===== config.mk =====
export PLATFORM = sky130hd
export DESIGN_NAME = biosignal_peak_event_detector_unit_flat
export DESIGN_NICKNAME = d
export VERILOG_FILES = /design/src/sv/bped_pkg.sv /design/src/sv/bped_if.sv /design/src/sv/bped_cfg.sv /design/src/sv/bped_in_reg.sv /design/src/sv/bped_core.sv /design/src/sv/biosignal_peak_event_detector_unit.sv /design/src/flat_wrapper.sv
export SDC_FILE = /design/constraint.sdc
export NUM_CORES = 2
export LEC_CHECK = 0
export ABC_AREA = 1
export ABC_CLOCK_PERIOD_IN_PS = 25200
export BUFFER_PORTS_ARGS = -buffer_cell sky130_fd_sc_hd__buf_4
export CORE_MARGIN = 2
export CORE_UTILIZATION = 61
export CTS_BUF_LIST = sky130_fd_sc_hd__clkbuf_8
export CTS_CLUSTER_SIZE = 25
export DETAILED_ROUTE_END_ITERATION = 6
export PLACE_DENSITY = 0.79
export SLEW_MARGIN = 20
export SYNTH_ARGS = -nofsm -noshare
export SYNTH_HDL_FRONTEND = slang
export SYNTH_SLANG_ARGS = --single-unit

===== constraint.sdc =====
create_clock -name i_clk -period 25.2 [get_ports i_clk]
set_input_delay 1.26 -clock i_clk [delete_from_list [all_inputs] [get_ports i_clk]]
set_output_delay 1.26 -clock i_clk [all_outputs]
set_load 0.1 [all_outputs]

===== src/sv/bped_pkg.sv =====
// ----------------------------------------------------------------------------
// bped_pkg
// Shared types and constants of the biosignal peak event detector.
// ----------------------------------------------------------------------------
package bped_pkg;

    // sample and index sizing
    localparam int SAMPLE_BITS = 24;
    localparam int INDEX_BITS  = 31;

    // filter coefficient 0.95 in Q15
    localparam int COEF_BITS   = 16;
    localparam int FRAC_BITS   = 15;
    localparam int COEF_Q15    = 31130;
    localparam int PROD_BITS   = SAMPLE_BITS + COEF_BITS;

    // filtered value, derivative and detection value widths
    localparam int Y_BITS      = SAMPLE_BITS + 1;
    localparam int DIFF_BITS   = SAMPLE_BITS + 2;
    localparam int D_BITS      = SAMPLE_BITS + 3;

    // register field widths
    localparam int THR_BITS    = 26;
    localparam int GAP_BITS    = 24;
    localparam int OFS_BITS    = 31;
    localparam int CODE_BITS   = 16;
    localparam int CFG_DATA_BITS = 31;
    localparam int CFG_IDX_BITS  = 3;

    // result widths
    localparam int EVT_BITS    = 32;

    // compare widths
    localparam int THR_CMP_BITS = ((D_BITS > THR_BITS) ? D_BITS : THR_BITS) + 1;
    localparam int GAP_CMP_BITS = (INDEX_BITS > GAP_BITS) ? INDEX_BITS : GAP_BITS;

    localparam logic [CODE_BITS-1:0] EVENT_CODE_RST = CODE_BITS'(1);

    typedef enum logic [CFG_IDX_BITS-1:0] {
        CFG_MODE       = 3'd0,
        CFG_THRESHOLD  = 3'd1,
        CFG_MIN_GAP    = 3'd2,
        CFG_START_OFS  = 3'd3,
        CFG_EVENT_CODE = 3'd4
    } t_cfg_reg;

    typedef enum logic {
        MODE_ECG = 1'b0,
        MODE_EOG = 1'b1
    } t_mode;

    typedef struct packed {
        t_mode                 mode;
        logic [THR_BITS-1:0]   threshold;
        logic [GAP_BITS-1:0]   min_gap;
        logic [OFS_BITS-1:0]   start_offset;
        logic [CODE_BITS-1:0]  event_code;
    } t_cfg;

endpackage


===== src/sv/bped_if.sv =====
// ----------------------------------------------------------------------------
// bped_if
// Valid/ready channels for raw samples and peak events.
// ----------------------------------------------------------------------------
interface bped_smp_if
    import bped_pkg::*;
();
    logic                          valid;
    logic                          ready;
    logic signed [SAMPLE_BITS-1:0] sample;
    logic                          first;

    modport source (output valid, output sample, output first, input ready);
    modport sink   (input valid, input sample, input first, output ready);
endinterface

interface bped_evt_if
    import bped_pkg::*;
();
    logic                  valid;
    logic                  ready;
    logic [EVT_BITS-1:0]   event_sample;
    logic [CODE_BITS-1:0]  ev_code;

    modport source (output valid, output event_sample, output ev_code, input ready);
    modport sink   (input valid, input event_sample, input ev_code, output ready);
endinterface


===== src/sv/bped_cfg.sv =====
// ----------------------------------------------------------------------------
// bped_cfg
// Configuration register bank, written through a plain indexed write port.
// ----------------------------------------------------------------------------
module bped_cfg
    import bped_pkg::*;
(
    input  logic                     i_clk,
    input  logic                     i_rst_n,
    input  logic                     i_cfg_we,
    input  logic [CFG_IDX_BITS-1:0]  i_cfg_idx,
    input  logic [CFG_DATA_BITS-1:0] i_cfg_data,
    output t_cfg                     o_cfg
);

    t_cfg r_cfg;

    always_ff @(posedge i_clk) begin
        if (!i_rst_n) begin
            r_cfg.mode         <= MODE_ECG;
            r_cfg.threshold    <= '0;
            r_cfg.min_gap      <= '0;
            r_cfg.start_offset <= '0;
            r_cfg.event_code   <= EVENT_CODE_RST;
        end else if (i_cfg_we) begin
            case (t_cfg_reg'(i_cfg_idx))
                CFG_MODE:       r_cfg.mode         <= t_mode'(i_cfg_data[0]);
                CFG_THRESHOLD:  r_cfg.threshold    <= i_cfg_data[THR_BITS-1:0];
                CFG_MIN_GAP:    r_cfg.min_gap      <= i_cfg_data[GAP_BITS-1:0];
                CFG_START_OFS:  r_cfg.start_offset <= i_cfg_data[OFS_BITS-1:0];
                CFG_EVENT_CODE: r_cfg.event_code   <= i_cfg_data[CODE_BITS-1:0];
                default: ;
            endcase
        end
    end

    assign o_cfg = r_cfg;

endmodule


===== src/sv/bped_in_reg.sv =====
// ----------------------------------------------------------------------------
// bped_in_reg
// Input register: holds one accepted sample until the core takes it.
// ----------------------------------------------------------------------------
module bped_in_reg
    import bped_pkg::*;
(
    input  logic                          i_clk,
    input  logic                          i_rst_n,
    bped_smp_if.sink                      i_smp,
    input  logic                          i_take,
    output logic                          o_valid,
    output logic signed [SAMPLE_BITS-1:0] o_sample,
    output logic                          o_first
);

    logic                          r_valid;
    logic signed [SAMPLE_BITS-1:0] r_sample;
    logic                          r_first;
    logic                          w_load;

    // free slot, or the held sample leaves this cycle
    assign i_smp.ready = !r_valid || i_take;
    assign w_load      = i_smp.valid && i_smp.ready;

    always_ff @(posedge i_clk) begin
        if (!i_rst_n) begin
            r_valid <= 1'b0;
        end else if (w_load) begin
            r_valid <= 1'b1;
        end else if (i_take) begin
            r_valid <= 1'b0;
        end
    end

    always_ff @(posedge i_clk) begin
        if (w_load) begin
            r_sample <= i_smp.sample;
            r_first  <= i_smp.first;
        end
    end

    assign o_valid  = r_valid;
    assign o_sample = r_sample;
    assign o_first  = r_first;

endmodule


===== src/sv/bped_core.sv =====
// ----------------------------------------------------------------------------
// bped_core
// High-pass filter, detection value, local maximum test with minimum
// distance, record state and the event result register.
// ----------------------------------------------------------------------------
module bped_core
    import bped_pkg::*;
(
    input  logic                          i_clk,
    input  logic                          i_rst_n,
    input  t_cfg                          i_cfg,
    input  logic                          i_valid,
    input  logic signed [SAMPLE_BITS-1:0] i_sample,
    input  logic                          i_first,
    output logic                          o_take,
    bped_evt_if.source                    o_evt
);

    localparam logic signed [COEF_BITS-1:0] COEF = COEF_BITS'(COEF_Q15);
    localparam logic signed [PROD_BITS-1:0] RND  = PROD_BITS'(1) <<< (FRAC_BITS - 1);
    localparam logic [INDEX_BITS-1:0]       IDX_MAX = '1;

    // record state
    logic signed [SAMPLE_BITS-1:0] r_prev_scaled;
    logic signed [Y_BITS-1:0]      r_prev_filt;
    logic signed [D_BITS-1:0]      r_det_older;
    logic signed [D_BITS-1:0]      r_det_newer;
    logic [INDEX_BITS-1:0]         r_idx;
    logic [INDEX_BITS-1:0]         r_last_peak;
    logic                          r_peak_seen;

    // result register
    logic                          r_out_valid;
    logic [EVT_BITS-1:0]           r_out_sample;
    logic [CODE_BITS-1:0]          r_out_id;

    logic                          w_go;
    logic signed [PROD_BITS-1:0]   w_prod;
    logic signed [PROD_BITS-1:0]   w_prod_rnd;
    logic signed [SAMPLE_BITS-1:0] n_prev_scaled;
    logic signed [Y_BITS-1:0]      w_y;
    logic signed [DIFF_BITS-1:0]   w_diff;
    logic signed [D_BITS-1:0]      w_abs;
    logic signed [D_BITS-1:0]      w_d;
    logic signed [D_BITS-1:0]      w_older;
    logic signed [D_BITS-1:0]      w_newer;
    logic [INDEX_BITS-1:0]         w_n;
    logic [INDEX_BITS-1:0]         w_j;
    logic [INDEX_BITS-1:0]         w_i;
    logic [INDEX_BITS-1:0]         w_last;
    logic [INDEX_BITS-1:0]         w_dist;
    logic                          w_seen;
    logic                          w_have_det;
    logic                          w_peak;
    logic                          w_accept;
    logic signed [THR_CMP_BITS-1:0] w_newer_x;
    logic signed [THR_CMP_BITS-1:0] w_thr_x;

    assign w_go   = i_valid && (!r_out_valid || o_evt.ready);
    assign o_take = w_go;

    // scaled copy of this sample, used by the next one
    assign w_prod        = PROD_BITS'(i_sample) * PROD_BITS'(COEF);
    assign w_prod_rnd    = w_prod + RND;
    assign n_prev_scaled = SAMPLE_BITS'(w_prod_rnd >>> FRAC_BITS);

    always_comb begin
        // a first sample clears history and counters before use
        w_y     = i_first ? '0 : (Y_BITS'(i_sample) - Y_BITS'(r_prev_scaled));
        w_older = i_first ? '0 : r_det_older;
        w_newer = i_first ? '0 : r_det_newer;
        w_n     = i_first ? '0 : r_idx;
        w_seen  = i_first ? 1'b0 : r_peak_seen;
        w_last  = i_first ? '0 : r_last_peak;

        w_diff  = DIFF_BITS'(w_y) - DIFF_BITS'(r_prev_filt);
        w_abs   = w_diff[DIFF_BITS-1] ? D_BITS'(-w_diff) : D_BITS'(w_diff);

        if (i_cfg.mode == MODE_EOG) begin
            w_d        = w_abs;
            w_have_det = (w_n != '0);
            w_j        = w_n - INDEX_BITS'(1);
        end else begin
            w_d        = D_BITS'(w_y);
            w_have_det = 1'b1;
            w_j        = w_n;
        end

        w_i       = w_j - INDEX_BITS'(1);
        w_newer_x = THR_CMP_BITS'(w_newer);
        w_thr_x   = $signed({{(THR_CMP_BITS-THR_BITS){1'b0}}, i_cfg.threshold});

        w_peak = w_have_det && (w_j > INDEX_BITS'(1)) && (w_newer_x > w_thr_x)
                 && (w_newer > w_older) && (w_newer > w_d);

        // distance to the last peak, absolute once the index has saturated
        w_dist = (w_i >= w_last) ? (w_i - w_last) : (w_last - w_i);

        w_accept = w_peak && (!w_seen ||
                   (GAP_CMP_BITS'(w_dist) >= GAP_CMP_BITS'(i_cfg.min_gap)));
    end

    always_ff @(posedge i_clk) begin
        if (!i_rst_n) begin
            r_prev_scaled <= '0;
            r_prev_filt   <= '0;
            r_det_older   <= '0;
            r_det_newer   <= '0;
            r_idx         <= '0;
            r_last_peak   <= '0;
            r_peak_seen   <= 1'b0;
            r_out_valid   <= 1'b0;
        end else begin
            if (w_go) begin
                r_prev_scaled <= n_prev_scaled;
                r_prev_filt   <= w_y;
                r_idx         <= (w_n == IDX_MAX) ? IDX_MAX : (w_n + INDEX_BITS'(1));
                if (w_have_det) begin
                    r_det_older <= w_newer;
                    r_det_newer <= w_d;
                end else begin
                    r_det_older <= w_older;
                    r_det_newer <= w_newer;
                end
                if (w_accept) begin
                    r_peak_seen <= 1'b1;
                    r_last_peak <= w_i;
                end else begin
                    r_peak_seen <= w_seen;
                    r_last_peak <= w_last;
                end
            end
            if (w_go && w_accept) begin
                r_out_valid <= 1'b1;
            end else if (o_evt.ready) begin
                r_out_valid <= 1'b0;
            end
        end
    end

    always_ff @(posedge i_clk) begin
        if (w_go && w_accept) begin
            r_out_sample <= EVT_BITS'(i_cfg.start_offset) + EVT_BITS'(w_i);
            r_out_id     <= i_cfg.event_code;
        end
    end

    assign o_evt.valid        = r_out_valid;
    assign o_evt.event_sample = r_out_sample;
    assign o_evt.ev_code      = r_out_id;

    // a new event is only loaded from an item taken in the cycle before
    a_evt_from_item: assert property (@(posedge i_clk) disable iff (!i_rst_n)
        $rose(r_out_valid) |-> $past(w_go))
        else $error("event appeared without a processed sample");

    // record start clears the accepted-peak flag and the last peak index
    a_first_clears: assert property (@(posedge i_clk) disable iff (!i_rst_n)
        (w_go && i_first) |=> (!r_peak_seen && r_last_peak == '0))
        else $error("record start did not clear peak history");

    // index never moves back inside a record
    a_idx_monotonic: assert property (@(posedge i_clk) disable iff (!i_rst_n)
        (w_go && !i_first) |=> (r_idx >= $past(r_idx) && r_idx != '0))
        else $error("sample index went backward");

endmodule


===== src/sv/biosignal_peak_event_detector_unit.sv =====
// ----------------------------------------------------------------------------
// biosignal_peak_event_detector_unit
// Streaming ECG/EOG peak detector producing one event per accepted peak.
// ----------------------------------------------------------------------------
// One sample is taken per clock cycle unless the input side stalls. A sample
// lands in an input register, passes the filter, detection and peak test
// when the core takes it; an event it confirms is held in a result register.
// The result register and the input register let a new sample transfer while
// an event waits; the input side stalls only when both are full. Samples are
// reported against the detection value that follows them, so a peak is seen
// one sample (ECG) or two samples (EOG) after its own index.
module biosignal_peak_event_detector_unit
    import bped_pkg::*;
(
    input  logic                     i_clk,
    input  logic                     i_rst_n,
    input  logic                     i_cfg_we,
    input  logic [CFG_IDX_BITS-1:0]  i_cfg_idx,
    input  logic [CFG_DATA_BITS-1:0] i_cfg_data,
    bped_smp_if.sink                 i_smp,
    bped_evt_if.source               o_evt
);

    t_cfg                          w_cfg;
    logic                          w_valid;
    logic signed [SAMPLE_BITS-1:0] w_sample;
    logic                          w_first;
    logic                          w_take;

    bped_cfg u_cfg (
        .i_clk      (i_clk),
        .i_rst_n    (i_rst_n),
        .i_cfg_we   (i_cfg_we),
        .i_cfg_idx  (i_cfg_idx),
        .i_cfg_data (i_cfg_data),
        .o_cfg      (w_cfg)
    );

    bped_in_reg u_in_reg (
        .i_clk    (i_clk),
        .i_rst_n  (i_rst_n),
        .i_smp    (i_smp),
        .i_take   (w_take),
        .o_valid  (w_valid),
        .o_sample (w_sample),
        .o_first  (w_first)
    );

    bped_core u_core (
        .i_clk    (i_clk),
        .i_rst_n  (i_rst_n),
        .i_cfg    (w_cfg),
        .i_valid  (w_valid),
        .i_sample (w_sample),
        .i_first  (w_first),
        .o_take   (w_take),
        .o_evt    (o_evt)
    );

endmodule

===== src/flat_wrapper.sv =====
// flat-port wrapper written by rule: the top's interface ports become plain ports
module biosignal_peak_event_detector_unit_flat import bped_pkg::*;
  (i_clk, i_rst_n, i_cfg_we, i_cfg_idx, i_cfg_data, i_smp_valid, i_smp_sample, i_smp_first, i_smp_ready, o_evt_valid, o_evt_event_sample, o_evt_ev_code, o_evt_ready);
  bped_smp_if i_smp_i ();
  bped_evt_if o_evt_i ();
  input  logic i_clk;
  input  logic i_rst_n;
  input  logic i_cfg_we;
  input  logic [CFG_IDX_BITS-1:0] i_cfg_idx;
  input  logic [CFG_DATA_BITS-1:0] i_cfg_data;
  input wire logic [$bits(i_smp_i.valid)-1:0] i_smp_valid;
  input wire logic [$bits(i_smp_i.sample)-1:0] i_smp_sample;
  input wire logic [$bits(i_smp_i.first)-1:0] i_smp_first;
  output wire logic [$bits(i_smp_i.ready)-1:0] i_smp_ready;
  output wire logic [$bits(o_evt_i.valid)-1:0] o_evt_valid;
  output wire logic [$bits(o_evt_i.event_sample)-1:0] o_evt_event_sample;
  output wire logic [$bits(o_evt_i.ev_code)-1:0] o_evt_ev_code;
  input wire logic [$bits(o_evt_i.ready)-1:0] o_evt_ready;
  assign i_smp_i.valid = i_smp_valid;
  assign i_smp_i.sample = i_smp_sample;
  assign i_smp_i.first = i_smp_first;
  assign i_smp_ready = i_smp_i.ready;
  assign o_evt_valid = o_evt_i.valid;
  assign o_evt_event_sample = o_evt_i.event_sample;
  assign o_evt_ev_code = o_evt_i.ev_code;
  assign o_evt_i.ready = o_evt_ready;
  biosignal_peak_event_detector_unit u_core (.i_clk(i_clk), .i_rst_n(i_rst_n), .i_cfg_we(i_cfg_we), .i_cfg_idx(i_cfg_idx), .i_cfg_data(i_cfg_data), .i_smp(i_smp_i), .o_evt(o_evt_i));
endmodule

==> impl_metrics.json <==
{
  "use_met2": 0.569,
  "port_buffers": 113,
  "io_pins": 114,
  "htreeDepth": 2,
  "async_reset_ff_frac": 0,
  "cts_tree": "done",
  "postRouteAntennaNets": 0,
  "synth_cell_types": 62,
  "seq_area_frac_synth": 0.227,
  "required_ps": 25330,
  "finalCriticalPeriod_ps": 10290,
  "fmax_ghz": 0.0972,
  "synthCells": 4559,
  "drv_cap": 0,
  "syn_area_per_cell_um2": 7.27,
  "cpMostUsedCell": "nand2_1",
  "finalWirelength_um": 91500,
  "ir_drop_uv": 191,
  "grt_busiest_layer": "met2",
  "die_w_um": 237,
  "pwr_density_cell_nw_per_um2": 136,
  "clock_latency_ps": 700,
  "critPathKind": "reg -> reg",
  "cts_hold_buf": 0,
  "syn2layout_area_growth_pct": 7.70,
  "synth-seq-cells": 339,
  "die-height_um": 237,
  "synthMuxAreaShare": 0.000906,
  "final-setup-viol-count": 0,
  "cpPeakStageDelay_ps": 740,
  "cts-root-buf": "clkbuf_8",
  "place_ws_ps": 15080,
  "synth_edf_count": 73,
  "dp_hpwl_um": 71600,
  "layout-drive-gt1-share": 0.0683,
  "grt_max_degree": 102,
  "hold_viol": 0,
  "crit_slowest_cell": "clkinv_2",
  "clk_path_buf_depth": 3,
  "placed_cells": 5250,
  "placementRows": 85,
  "leakage_nw": 17.7,
  "end_kind": "register",
  "avgViaCountPerCell": 5.59,
  "cts_sinks": 339,
  "path_max_fanout": 86,
  "yosysWarnings": 0,
  "antenna_found_initial": 1,
  "gr-total-overflow": 0,
  "fin_nets": 5238,
  "use_met3": 0.0406,
  "core_area_um2": 53800,
  "synth-simple-area-share": 0.208,
  "synth_top_family_by_area": "adder cells",
  "cts_made_buffers": 61,
  "fin_skew_ps": 46.5,
  "stdcell_count": 5366,
  "met1_usage": 0.408,
  "synth.cell_area_um2": 33100,
  "outcome": "finished, final reports clean",
  "fin_util": 0.663,
  "wl_per_cell_um": 17.1,
  "synth_flop_cell": "dfxtp_1",
  "cts_setup_buffers": 0,
  "drcViolationCount": 0,
  "timing.final.crit_share": 0.408,
  "setup_tns_ps": 0,
  "vias": 29989,
  "rsz0062_at_grt": "no",
  "synth-compound-area-share": 0.158,
  "dr.pass1.iters": 6,
  "fin_ws_ps": 14910,
  "hold_path_class": "reg -> reg",
  "die-area_um2": 56200,
  "relSlewSlack": 0.259,
  "worstMarginPinSlew_ps": 1110,
  "syn_nets": 5180,
  "start_util": 0.616,
  "worstPathArrival_ps": 10420,
  "start_kind": "register",
  "slew_viol_final": 0,
  "final.fill_count": 4784,
  "synth_xor_area_frac": 0.0486,
  "clkTransAtPathRegs_ps": 60,
  "track_usage": 0.329,
  "place_congestion": 0.975,
  "grt_pass1_wl_um": 150000,
  "synthAdderAreaFrac": 0.249,
  "drt_iter0_markers": 2278,
  "cts_resized": 0,
  "first_global_vias": 29420
}
-- layout make-up --
class / count / area, um^2 / share of cell area
multi-input cells: 3278 / 22000 / 0.617
flip-flops and latches: 339 / 7520 / 0.211
inverters: 810 / 3050 / 0.0855
clock buffers: 77 / 1060 / 0.0297
repair buffers: 127 / 953 / 0.0267
well taps: 696 / 871 / 0.0244
clock inverters: 37 / 225 / 0.00631
diodes: 2 / 5.00 / 0.000140
-- path summary, 6_finish.rpt --
path | slack (ps) | end | startpoint | cells after the start
worst max-delay path | 14910 | u_core.u_core.o_evt.event_sample[9] | u_core.u_in_reg.o_first | 40
worst min-delay path | 430 | u_core.u_core.o_evt.ev_code[5] | u_core.u_cfg.o_cfg[5] | 0
worst max register to register | 14910 | u_core.u_core.o_evt.event_sample[9] | u_core.u_in_reg.o_first | 40
worst min register to register | 430 | u_core.u_core.o_evt.ev_code[5] | u_core.u_cfg.o_cfg[5] | 0
-- routing by layer --
metal	vias up	wire, um
met2	918	43600
met1	13853	38300
met4	0	4750
met5	-	0
met3	212	4900
li1	15006	-
-- stage by stage --
stage,total power (W),hold WS [ps],area (um^2)
final,0.00487,429,35700
after global routing,0.00545,435,35700
after CTS,0.00486,431,35700
after detailed placement,0.00429,416,34400
after global placement,0.00425,412,34400
after floorplan,0.00349,409,33100
-- state kept, by name (all words and copies together) (netlist names) --
register,cells
u_core.u_cfg.o_cfg,98
u_core.u_core.o_evt.ev_code,16
u_core.u_core.o_evt.event_sample,32
u_core.u_core.o_evt.valid,1
u_core.u_core.r_det_newer,27
u_core.u_core.r_det_older,27
u_core.u_core.r_idx,31
u_core.u_core.r_last_peak,31
u_core.u_core.r_peak_seen,1
u_core.u_core.r_prev_filt,25
u_core.u_core.r_prev_scaled,24
u_core.u_in_reg.o_first,1
u_core.u_in_reg.o_sample,24
u_core.u_in_reg.o_valid,1
-- synth_stat cells (25+ instances only) --
master	n	area share
a221oi_1	25	0.0066
nand3_1	238	0.036
clkbuf_1	106	0.012
nor3_1	37	0.0056
ha_1	388	0.15
inv_1	798	0.090
o21ai_0	291	0.044
xor2_1	124	0.033
fa_1	169	0.10
nor2_1	320	0.036
o211ai_1	49	0.011
xnor2_1	58	0.015
dfxtp_1	266	0.16
nand2_1	847	0.096
nand4_1	58	0.011
edfxtp_1	73	0.066
a21oi_1	459	0.069
-- worst max-delay path, delay by kind of cell, from the launching register on --
kind / cells / cell delay (ps)
buffers and inverters: 11 / 3340
xor gates and xnor gates: 2 / 410
and+or+nand+nor: 18 / 3320
DFF: 1 / 320
adders and majority gates: 2 / 650
AOI/OAI and AO/OA: 7 / 1550
-- cell families (layout without fill, tap and decap cells) --
family,count (synthesis),in the layout
and+or+nand+nor,1597,1597
buffers and inverters,942,1051
AOI/OAI and AO/OA,938,938
adders and majority gates,557,557
DFF,339,339
xor gates and xnor gates,183,183
muxes,3,3
other,0,2
-- where the power goes --
part           leakage [nW]  internal, W  switching, W  total (W)
registers              2.83     0.000599     0.0000236   0.000623
logic                  14.1      0.00132       0.00239    0.00371
clock network         0.751     0.000296      0.000247   0.000544
total                  17.7      0.00221       0.00266    0.00487
-- cell usage in the layout (no fill, tap or decap), drive strengths merged, types with 13 or more instances in the layout --
| cell | Yosys | final |
|---|---|---|
| buf | 26 | 127 |
| a31oi | 13 | 13 |
| fa | 169 | 169 |
| edfxtp | 73 | 73 |
| o21ai | 301 | 301 |
| nor2 | 344 | 344 |
| a21oi | 461 | 461 |
| o211ai | 49 | 49 |
| nand2 | 877 | 877 |
| xor2 | 125 | 125 |
| a221oi | 25 | 25 |
| nor3 | 39 | 39 |
| clkbuf | 106 | 77 |
| ha | 388 | 388 |
| nand4 | 59 | 59 |
| dfxtp | 266 | 266 |
| nor4 | 14 | 14 |
| o21a | 16 | 16 |
| a21o | 15 | 15 |
| nand3 | 244 | 244 |
| xnor2 | 58 | 58 |
| clkinv | 2 | 17 |
| inv | 808 | 828 |
No activity file was read; power rests on OpenSTA's default activity.
